$ cat src/design/lc3p_pkg.sv
package lc3p_pkg;

	localparam int TRAP_DEPTH   = 32;
	localparam int MEMORY_WORDS = 65536;
	localparam int MEM_AW       = $clog2(MEMORY_WORDS);
	localparam int TL_W         = $clog2(TRAP_DEPTH + 1);
	localparam int TI_W         = (TRAP_DEPTH > 1) ? $clog2(TRAP_DEPTH) : 1;

	// device and vector addresses
	localparam logic [15:0] A_KBSR   = 16'hFE00;
	localparam logic [15:0] A_KBDR   = 16'hFE02;
	localparam logic [15:0] A_DSR    = 16'hFE04;
	localparam logic [15:0] A_DDR    = 16'hFE06;
	localparam logic [15:0] A_TR     = 16'hFE08;
	localparam logic [15:0] A_TMI    = 16'hFE0A;
	localparam logic [15:0] A_MPR    = 16'hFE12;
	localparam logic [15:0] A_MCR    = 16'hFFFE;
	localparam logic [15:0] VEC_BASE = 16'h0100;

	localparam logic [15:0] PC_RESET  = 16'h0200;
	localparam logic [15:0] PSR_RESET = 16'h8002;
	localparam logic [15:0] SSP_RESET = 16'hFDFF;
	localparam logic [15:0] USP_RESET = 16'hBFFF;
	localparam logic [15:0] MCR_RESET = 16'h8000;
	localparam logic [15:0] DEV_READY = 16'h8000;

	// item kinds
	localparam logic [1:0] OP_LOAD = 2'd0;
	localparam logic [1:0] OP_EXEC = 2'd1;
	localparam logic [1:0] OP_PEEK = 2'd2;

	// stop reasons
	localparam logic [1:0] STOP_NONE = 2'd0;
	localparam logic [1:0] STOP_RSV  = 2'd1;
	localparam logic [1:0] STOP_JMP  = 2'd2;
	localparam logic [1:0] STOP_TRAP = 2'd3;

	// opcodes
	localparam logic [3:0] OPC_BR   = 4'd0;
	localparam logic [3:0] OPC_ADD  = 4'd1;
	localparam logic [3:0] OPC_LD   = 4'd2;
	localparam logic [3:0] OPC_ST   = 4'd3;
	localparam logic [3:0] OPC_JSR  = 4'd4;
	localparam logic [3:0] OPC_AND  = 4'd5;
	localparam logic [3:0] OPC_LDR  = 4'd6;
	localparam logic [3:0] OPC_STR  = 4'd7;
	localparam logic [3:0] OPC_RTI  = 4'd8;
	localparam logic [3:0] OPC_NOT  = 4'd9;
	localparam logic [3:0] OPC_LDI  = 4'd10;
	localparam logic [3:0] OPC_STI  = 4'd11;
	localparam logic [3:0] OPC_JMP  = 4'd12;
	localparam logic [3:0] OPC_RSV  = 4'd13;
	localparam logic [3:0] OPC_LEA  = 4'd14;
	localparam logic [3:0] OPC_TRAP = 4'd15;

	// datapath micro-operations
	localparam int UOP_W = 5;
	localparam logic [UOP_W-1:0] U_NOP      = 5'd0;
	localparam logic [UOP_W-1:0] U_ACCEPT   = 5'd1;
	localparam logic [UOP_W-1:0] U_CLR      = 5'd2;
	localparam logic [UOP_W-1:0] U_LOAD     = 5'd3;
	localparam logic [UOP_W-1:0] U_PEEK_RD  = 5'd4;
	localparam logic [UOP_W-1:0] U_PEEK_CAP = 5'd5;
	localparam logic [UOP_W-1:0] U_FETCH    = 5'd6;
	localparam logic [UOP_W-1:0] U_M_KB1    = 5'd7;
	localparam logic [UOP_W-1:0] U_M_KB2    = 5'd8;
	localparam logic [UOP_W-1:0] U_M_KB0    = 5'd9;
	localparam logic [UOP_W-1:0] U_M_DSR    = 5'd10;
	localparam logic [UOP_W-1:0] U_M_RD     = 5'd11;
	localparam logic [UOP_W-1:0] U_M_CAP    = 5'd12;
	localparam logic [UOP_W-1:0] U_DECODE   = 5'd13;
	localparam logic [UOP_W-1:0] U_EXEC     = 5'd14;
	localparam logic [UOP_W-1:0] U_LD_FIN   = 5'd15;
	localparam logic [UOP_W-1:0] U_IND      = 5'd16;
	localparam logic [UOP_W-1:0] U_W_TMI    = 5'd17;
	localparam logic [UOP_W-1:0] U_W_WR     = 5'd18;
	localparam logic [UOP_W-1:0] U_TRAP_FIN = 5'd19;
	localparam logic [UOP_W-1:0] U_RTI1     = 5'd20;
	localparam logic [UOP_W-1:0] U_RTI2     = 5'd21;
	localparam logic [UOP_W-1:0] U_RTI3     = 5'd22;
	localparam logic [UOP_W-1:0] U_FAULT    = 5'd23;
	localparam logic [UOP_W-1:0] U_T_TICK   = 5'd24;
	localparam logic [UOP_W-1:0] U_V1       = 5'd25;
	localparam logic [UOP_W-1:0] U_V2       = 5'd26;
	localparam logic [UOP_W-1:0] U_V3       = 5'd27;
	localparam logic [UOP_W-1:0] U_V4       = 5'd28;
	localparam logic [UOP_W-1:0] U_DONE     = 5'd29;

	typedef struct packed {
		logic [UOP_W-1:0] uop;
	} cmd_t;

	typedef struct packed {
		logic       clr_last;
		logic       acc_fault;
		logic       is_kbsr;
		logic       is_dsr;
		logic       is_tmi;
		logic       key_avail;
		logic [3:0] opcode;
		logic       jmp_bad;
		logic       trap_full;
		logic       user;
		logic       timer_go;
		logic       timer_fire;
		logic       running;
		logic       out_free;
	} dp_stat_t;

	function automatic logic [2:0] cc_of(input logic [15:0] v);
		if (v == 16'h0000)
			return 3'b010;
		else if (v[15])
			return 3'b100;
		else
			return 3'b001;
	endfunction

endpackage

$ cat src/design/lc3p_ctrl.sv
module lc3p_ctrl (
	input  logic              clk,
	input  logic              arst_n,
	input  logic              s_tvalid,
	input  logic [1:0]        s_op,
	output logic              s_tready,
	input  lc3p_pkg::dp_stat_t st,
	output lc3p_pkg::cmd_t     cmd
);
	import lc3p_pkg::*;

	localparam logic [4:0] ST_CLR     = 5'd0;
	localparam logic [4:0] ST_IDLE    = 5'd1;
	localparam logic [4:0] ST_LOAD    = 5'd2;
	localparam logic [4:0] ST_PEEK    = 5'd3;
	localparam logic [4:0] ST_PEEK2   = 5'd4;
	localparam logic [4:0] ST_FETCH   = 5'd5;
	localparam logic [4:0] ST_MCHK    = 5'd6;
	localparam logic [4:0] ST_MKB2    = 5'd7;
	localparam logic [4:0] ST_MCAP    = 5'd8;
	localparam logic [4:0] ST_DECODE  = 5'd9;
	localparam logic [4:0] ST_EXEC    = 5'd10;
	localparam logic [4:0] ST_FAULT   = 5'd11;
	localparam logic [4:0] ST_LD2     = 5'd12;
	localparam logic [4:0] ST_LDFIN   = 5'd13;
	localparam logic [4:0] ST_STI2    = 5'd14;
	localparam logic [4:0] ST_WCHK    = 5'd15;
	localparam logic [4:0] ST_WWR     = 5'd16;
	localparam logic [4:0] ST_TRAPFIN = 5'd17;
	localparam logic [4:0] ST_RTI1    = 5'd18;
	localparam logic [4:0] ST_RTI2    = 5'd19;
	localparam logic [4:0] ST_RTI3    = 5'd20;
	localparam logic [4:0] ST_TIMER   = 5'd21;
	localparam logic [4:0] ST_V1      = 5'd22;
	localparam logic [4:0] ST_V2      = 5'd23;
	localparam logic [4:0] ST_V3      = 5'd24;
	localparam logic [4:0] ST_V4      = 5'd25;
	localparam logic [4:0] ST_DONE    = 5'd26;

	// where a memory read returns to
	localparam logic [2:0] R_FETCH = 3'd0;
	localparam logic [2:0] R_LD    = 3'd1;
	localparam logic [2:0] R_LD3   = 3'd2;
	localparam logic [2:0] R_STI   = 3'd3;
	localparam logic [2:0] R_TRAP  = 3'd4;

	logic [4:0] state_q, state_d;
	logic [2:0] ret_q, ret_d;
	logic [4:0] ret_state;

	always_comb begin
		unique case (ret_q)
			R_FETCH: ret_state = ST_DECODE;
			R_LD:    ret_state = ST_LD2;
			R_LD3:   ret_state = ST_LDFIN;
			R_STI:   ret_state = ST_STI2;
			R_TRAP:  ret_state = ST_TRAPFIN;
			default: ret_state = ST_DONE;
		endcase
	end

	always_comb begin
		state_d = state_q;
		ret_d   = ret_q;
		cmd.uop = U_NOP;
		unique case (state_q)
			ST_CLR: begin
				cmd.uop = U_CLR;
				if (st.clr_last)
					state_d = ST_IDLE;
			end
			ST_IDLE: begin
				if (s_tvalid) begin
					cmd.uop = U_ACCEPT;
					if (s_op == OP_LOAD)
						state_d = ST_LOAD;
					else if (s_op == OP_PEEK)
						state_d = ST_PEEK;
					else if (s_op == OP_EXEC && st.running)
						state_d = ST_FETCH;
					else
						state_d = ST_DONE;
				end
			end
			ST_LOAD: begin
				cmd.uop = U_LOAD;
				state_d = ST_DONE;
			end
			ST_PEEK: begin
				cmd.uop = U_PEEK_RD;
				state_d = ST_PEEK2;
			end
			ST_PEEK2: begin
				cmd.uop = U_PEEK_CAP;
				state_d = ST_DONE;
			end
			ST_FETCH: begin
				cmd.uop = U_FETCH;
				ret_d   = R_FETCH;
				state_d = ST_MCHK;
			end
			ST_MCHK: begin
				if (st.acc_fault) begin
					cmd.uop = U_FAULT;
					state_d = ST_V1;
				end else if (st.is_kbsr && st.key_avail) begin
					cmd.uop = U_M_KB1;
					state_d = ST_MKB2;
				end else if (st.is_kbsr) begin
					cmd.uop = U_M_KB0;
					state_d = ret_state;
				end else if (st.is_dsr) begin
					cmd.uop = U_M_DSR;
					state_d = ret_state;
				end else begin
					cmd.uop = U_M_RD;
					state_d = ST_MCAP;
				end
			end
			ST_MKB2: begin
				cmd.uop = U_M_KB2;
				state_d = ret_state;
			end
			ST_MCAP: begin
				cmd.uop = U_M_CAP;
				state_d = ret_state;
			end
			ST_DECODE: begin
				cmd.uop = U_DECODE;
				state_d = ST_EXEC;
			end
			ST_EXEC: begin
				cmd.uop = U_EXEC;
				unique case (st.opcode)
					OPC_LD, OPC_LDI, OPC_LDR: begin
						ret_d   = R_LD;
						state_d = ST_MCHK;
					end
					OPC_ST, OPC_STR: state_d = ST_WCHK;
					OPC_STI: begin
						ret_d   = R_STI;
						state_d = ST_MCHK;
					end
					OPC_JMP: state_d = st.jmp_bad ? ST_DONE : ST_TIMER;
					OPC_TRAP: begin
						if (st.trap_full) begin
							state_d = ST_DONE;
						end else begin
							ret_d   = R_TRAP;
							state_d = ST_MCHK;
						end
					end
					OPC_RTI: state_d = st.user ? ST_FAULT : ST_RTI1;
					OPC_RSV: state_d = ST_DONE;
					default: state_d = ST_TIMER;
				endcase
			end
			ST_FAULT: begin
				cmd.uop = U_FAULT;
				state_d = ST_V1;
			end
			ST_LD2: begin
				if (st.opcode == OPC_LDI) begin
					cmd.uop = U_IND;
					ret_d   = R_LD3;
					state_d = ST_MCHK;
				end else begin
					cmd.uop = U_LD_FIN;
					state_d = ST_TIMER;
				end
			end
			ST_LDFIN: begin
				cmd.uop = U_LD_FIN;
				state_d = ST_TIMER;
			end
			ST_STI2: begin
				cmd.uop = U_IND;
				state_d = ST_WCHK;
			end
			ST_WCHK: begin
				if (st.acc_fault) begin
					cmd.uop = U_FAULT;
					state_d = ST_V1;
				end else if (st.is_tmi) begin
					cmd.uop = U_W_TMI;
					state_d = ST_WWR;
				end else begin
					cmd.uop = U_W_WR;
					state_d = ST_TIMER;
				end
			end
			ST_WWR: begin
				cmd.uop = U_W_WR;
				state_d = ST_TIMER;
			end
			ST_TRAPFIN: begin
				cmd.uop = U_TRAP_FIN;
				state_d = ST_TIMER;
			end
			ST_RTI1: begin
				cmd.uop = U_RTI1;
				state_d = ST_RTI2;
			end
			ST_RTI2: begin
				cmd.uop = U_RTI2;
				state_d = ST_RTI3;
			end
			ST_RTI3: begin
				cmd.uop = U_RTI3;
				state_d = ST_TIMER;
			end
			ST_TIMER: begin
				if (st.timer_go) begin
					cmd.uop = U_T_TICK;
					state_d = st.timer_fire ? ST_V1 : ST_DONE;
				end else begin
					state_d = ST_DONE;
				end
			end
			ST_V1: begin
				cmd.uop = U_V1;
				state_d = ST_V2;
			end
			ST_V2: begin
				cmd.uop = U_V2;
				state_d = ST_V3;
			end
			ST_V3: begin
				cmd.uop = U_V3;
				state_d = ST_V4;
			end
			ST_V4: begin
				cmd.uop = U_V4;
				state_d = ST_DONE;
			end
			ST_DONE: begin
				if (st.out_free) begin
					cmd.uop = U_DONE;
					state_d = ST_IDLE;
				end
			end
			default: state_d = ST_IDLE;
		endcase
	end

	assign s_tready = (state_q == ST_IDLE);

	always_ff @(posedge clk or negedge arst_n) begin
		if (!arst_n) begin
			state_q <= ST_CLR;
			ret_q   <= R_FETCH;
		end else begin
			state_q <= state_d;
			ret_q   <= ret_d;
		end
	end
endmodule

$ cat config.mk
export PLATFORM = sky130hd
export DESIGN_NAME = lc3p_ctrl
export DESIGN_NICKNAME = d
export VERILOG_FILES = /design/src/design/lc3p_pkg.sv /design/src/design/lc3p_ctrl.sv
export SDC_FILE = /design/constraint.sdc
export NUM_CORES = 1
export LEC_CHECK = 0
export ABC_CLOCK_PERIOD_IN_PS = 1900
export BUFFER_PORTS_ARGS = -buffer_cell sky130_fd_sc_hd__buf_2
export CAP_MARGIN = 20
export CORE_MARGIN = 2
export CORE_UTILIZATION = 57
export DETAILED_ROUTE_END_ITERATION = 8
export GPL_TIMING_DRIVEN = 0
export MAX_ROUTING_LAYER = met4
export PLACE_DENSITY_LB_ADDON = 0.05
export SLEW_MARGIN = 20
export SYNTH_ARGS = -nofsm -noshare
export SYNTH_HDL_FRONTEND = slang
export SYNTH_SLANG_ARGS = --single-unit
export TNS_END_PERCENT = 30
$ cat constraint.sdc
create_clock -name clk -period 1.9 [get_ports clk]
set_input_delay 0.38 -clock clk [delete_from_list [all_inputs] [get_ports clk]]
set_output_delay 0.38 -clock clk [all_outputs]
set_load 0.03 [all_outputs]
# Word level (Yosys, flattened, before mapping)
# Cells that the tools add are included.
[word_totals]
reg_bits = 8
wordCells = 100
inputBits = 22
output_inout_bits = 6
[op_classes]
n_eq_ne = 48
reduce_logical = 14
n_mux = 36
[op_table]
columns = ["cell", "count"]
rows = [
  ["$pmux W5 S27", 1],
  ["$pmux W5 S21", 1],
  ["$mux W5", 17],
  ["$eq A5 B5 Y1 const B", 11],
  ["$eq A5 B4 Y1 const B", 8],
  ["$pmux W5 S6", 1],
  ["$pmux W5 S5", 1],
  ["$eq A4 B4 Y1 const B", 6],
  ["$eq A5 B3 Y1 const B", 4],
  ["$pmux W3 S3", 2],
  ["$mux W4", 4],
  ["$mux W3", 5],
  ["$eq A5 B2 Y1 const B", 2],
  ["$eq A4 B2 Y1 const B", 2],
  ["$eq A4 B3 Y1 const B", 2],
  ["$ne A2 B2 Y1 const B", 4],
  ["$reduce_or A4 Y1", 2],
  ["$eq A3 B2 Y1 const B", 2],
  ["$reduce_or A3 Y1", 2],
  ["$eq A5 B1 Y1 const B", 1],
  ["$logic_not A5 Y1", 1],
  ["$mux W2", 2],
  ["$ne A4 B2 Y1 const B", 1],
  ["$reduce_and A4 Y1", 1],
  ["other kinds (12)", 15],
]

# Depth between registers and ports, before layout
[logic_depth]
ltp_word = 7
ltp_mapped = 8
ltp_nobuf = 5

# Worst setup path before layout
# Ideal clock, no wire load.
[synth_path]
kind = "register -> output"
from = "reg state_q[2]"
to = "out cmd[1] (netlist name)"
slack_ns = -0.156
required_ns = 1.520
path_stages_with_launch = 7
n_path_buf = 3
arrival_time_ns = 1.676
path_cell_list = "dfrtp_1 -> buf_6 -> buf_2 -> buf_2 -> a211oi_1 -> a21oi_1 -> o2111ai_1"
[synth_rtl]
columns = ["element", "line", "text"]
rows = [
  ["start: declaration", "lc3p_ctrl.sv:47", "logic [4:0] state_q, state_d;"],
  ["start signal: assignment", "lc3p_ctrl.sv:253", "state_q <= state_d;"],
  ["end: declaration", "lc3p_ctrl.sv:8", "output lc3p_pkg::cmd_t cmd"],
]

==> results.toml <==
[floorplanning]
coreArea_mm2 = 0.002781
num_rows = 19
die_h_um = 58.58
io_pins = 28
die_area_mm2 = 0.003431
die-width_um = 58.58
initial_core_util_pct = 61.04

[clock_network]
cts_tree = "done"
htree_levels = 1
clk_pin_slew_ps = 60
cts_max_path_buffers = 2
clockRootBuffer = "clkbuf_4"
cts_num_sinks = 8
clock_latency_ps = 260
numCtsBuffers = 3

[drt]
drt-pass1-iter-count = 6
postRouteAntennaNets = 0
dr_wl_met3_um = 1077
wl_met1_um = 2672
drtIter0Drc = 476
top_layer_used = "met4"
drc = 0
vias = 2506
dr_wl_met2_um = 3221
routedWlPerCell_um = 22.55
viasPerCell = 7.571
drt-total-wl_um = 7463

[global_routing]
track_usage_pct = 41.82
grt-ovfl-total = 0
grt_max_degree = 11
grt_first_pass_wirelength_um = 10610
antenna_found_initial = 0
grt_pass1_vias = 2160

[logic_synthesis]
syn-mean-instance-area_um2 = 6.874
syn_area_mm2 = 0.001698
synthesis.nets = 269
synth_top_cell_by_area = "dfrtp_1"
yosys_warnings = 0
synth_top_area_share_pct = 11.79
synth-edff-count = 0
synth_area_leaders = "dfrtp_1, o21ai_0, nand2_1"
syn_inst = 247
synth.most_common_cell = "nand2_1"
synth.distinct_cells = 70
synth_ff_type = "dfrtp_1"
synthTopCellsByCount = "nand2_1, o21ai_0, a21oi_1"
synthArstFlopShare_pct = 100.0
ys_ff_latch = 8
synth.yosys.seq_area_share_pct = 11.79

[final_layout]
fillerInstances = 173
diodes = 0
final_cells = 331
layout.nets = 324
final_layout_size_suffix_gt1_share_pct = 38.33
syn2layout_area_growth_pct = 41.05

[setup_path]
critical-path-max-stage-delay_ps = 400
cp.arrival_ps = 1900
critPathLaunchType = "flip-flop"
path_delay_family = "buffers and inverters"
crit_path_end_kind = "primary output"
critPathMaxFanout = 10
critPathSlowestCell = "dfrtp_1"
critPathBufInv = 4
cp.required_ps = 1520
cp_cell_sequence = "buf_6 -> buf_8 -> buf_8 -> o22a_1 -> o22ai_2 -> o21ai_1 -> nand4_1 -> buf_6"
worstSetupPathType = "reg2out"
rrSetupSlack_ps = -80

[power_and_ir_drop]
powerDensity_mw_per_mm2 = 1917
leakagePower_nw = 0.9839
intPower_mw = 2.123
clkPwrFrac_pct = 2.9
p_seq_share_pct = 7.3
p_switching_mw = 2.468
power.share.combinational_pct = 89.8
switching_share_pct = 53.75
vdd_ir_drop_max_mv = 1.833

[sta]
clock.fmax_ghz = 0.4379
period_needed_ps = 2284
slew_viol_final = 0
slew_headroom_pct = 64.71
rsz0062_at_grt = "true"
fin_hold_ws_ps = 489.9
worstMarginPinSlew_ps = 526.5
hold_viol_final = 0
finalCritPeriodShare_pct = 120.2
fin_ws_ps = -383.6
fin_skew_ps = 9.393
finalSetupViolations = 9

[placed_design]
gp_congestion = 0.9649
port_buffers = 23
place_hpwl_um = 4266
dp.cells = 301

[job]
max_cap_violations = 0

[hold_path]
hold_path_class = "in2async"

[run_status]
violations = "negative setup slack"
status = "complete, but fails checks"
==> stage by stage <==
step	instance area [µm²]	TNS, ps	power [mW]	setup WS, ps	utilization (%)
finish	2395	-1692	4.591	-383.6	86.10
floorplan	1704	-250.1	2.429	-144.8	-
global placement	1858	-1654	3.098	-326.9	66.80
CTS	2267	-1109	4.039	-226.0	81.51
detailed placement	1858	-1359	3.091	-317.3	66.80
global route	2395	-1951	4.736	-422.7	86.10
==> layout make-up <==
type / instances / area [µm²] / area share, %
Buffer: 24 / 255.2 / 10.66
Multi-Input combinational cell: 205 / 1461 / 61.02
Clock buffer: 3 / 22.52 / 0.9404
Tap cell: 31 / 38.79 / 1.620
Sequential cell: 8 / 201.4 / 8.412
Timing Repair Buffer: 50 / 367.9 / 15.36
Inverter: 10 / 47.55 / 1.985
==> cells by family after synthesis <==
family	share of synthesized area, %
AND/OR/NAND/NOR	34.78
AO/OA/AOI/OAI	38.10
buffers and inverters	11.57
flip-flops	11.79
XOR/XNOR	2.580
multiplexers	1.179
==> state kept, by name, summed over array words and instances (netlist names) <==
signal   cells
state_q      5
ret_q        3
==> timing repair <==
action	4_1_cts	5_1_grt
hold buffers	1	0
hold endpoints to repair	8	0
buffers inserted	17	8
gates resized for setup	68	17
gates cloned	0	1
pin swaps	11	7
endpoints found under the setup margin	10	11
==> power by group through the flow <==
stage	clock (mW)	combinational, mW	sequential (mW)
global route	0.139	4.25	0.345
floorplan	0	2.12	0.311
finish	0.133	4.12	0.337
detailed placement	0	2.75	0.337
CTS	0.130	3.57	0.334
global placement	0	2.76	0.338
==> layout by cell type (no fill, tap or decap), drive strengths merged, types with 7 or more instances in the layout <==
cell and n:
nand3 8, o21ai 23, inv 7, dfrtp 8, a21oi 17, nor2 15, nand2 28, buf 70
nor3 10
==> routing by layer <==
| layer | vias to the layer above | track usage [%] |
|---|---|---|
| met5 | - | - |
| met4 | 0 | 17.86 |
| met3 | 88 | 8.352 |
| met2 | 264 | 61.32 |
| met1 | 1114 | 55.95 |
| li1 | 1040 | - |
==> worst reg2reg max path: stages (launching register included) <==
cell and delay [ps]:
dfrtp_1 370, buf_6 150, buf_4 140, buf_4 130
nor2_4 180, o2bb2ai_2 140, a311o_1 350, nor4_1 280
a21oi_1 110
==> path summary, 6_finish.rpt <==
kind,startpoint,to,cells after the start
worst max-delay path,state_q[2]$_DFFE_PN0P_,cmd[4],8
worst min-delay path,arst_n,ret_q[1]$_DFFE_PN0P_,2
worst max register to register,state_q[1]$_DFFE_PN0P_,state_q[0]$_DFFE_PN0P_,8
worst min register to register,ret_q[1]$_DFFE_PN0P_,ret_q[1]$_DFFE_PN0P_,2
max in group asynchronous,arst_n,state_q[3]$_DFFE_PN0P_,2
min in group clk,st[5],ret_q[1]$_DFFE_PN0P_,3
(Power assumes the default switching activity.)
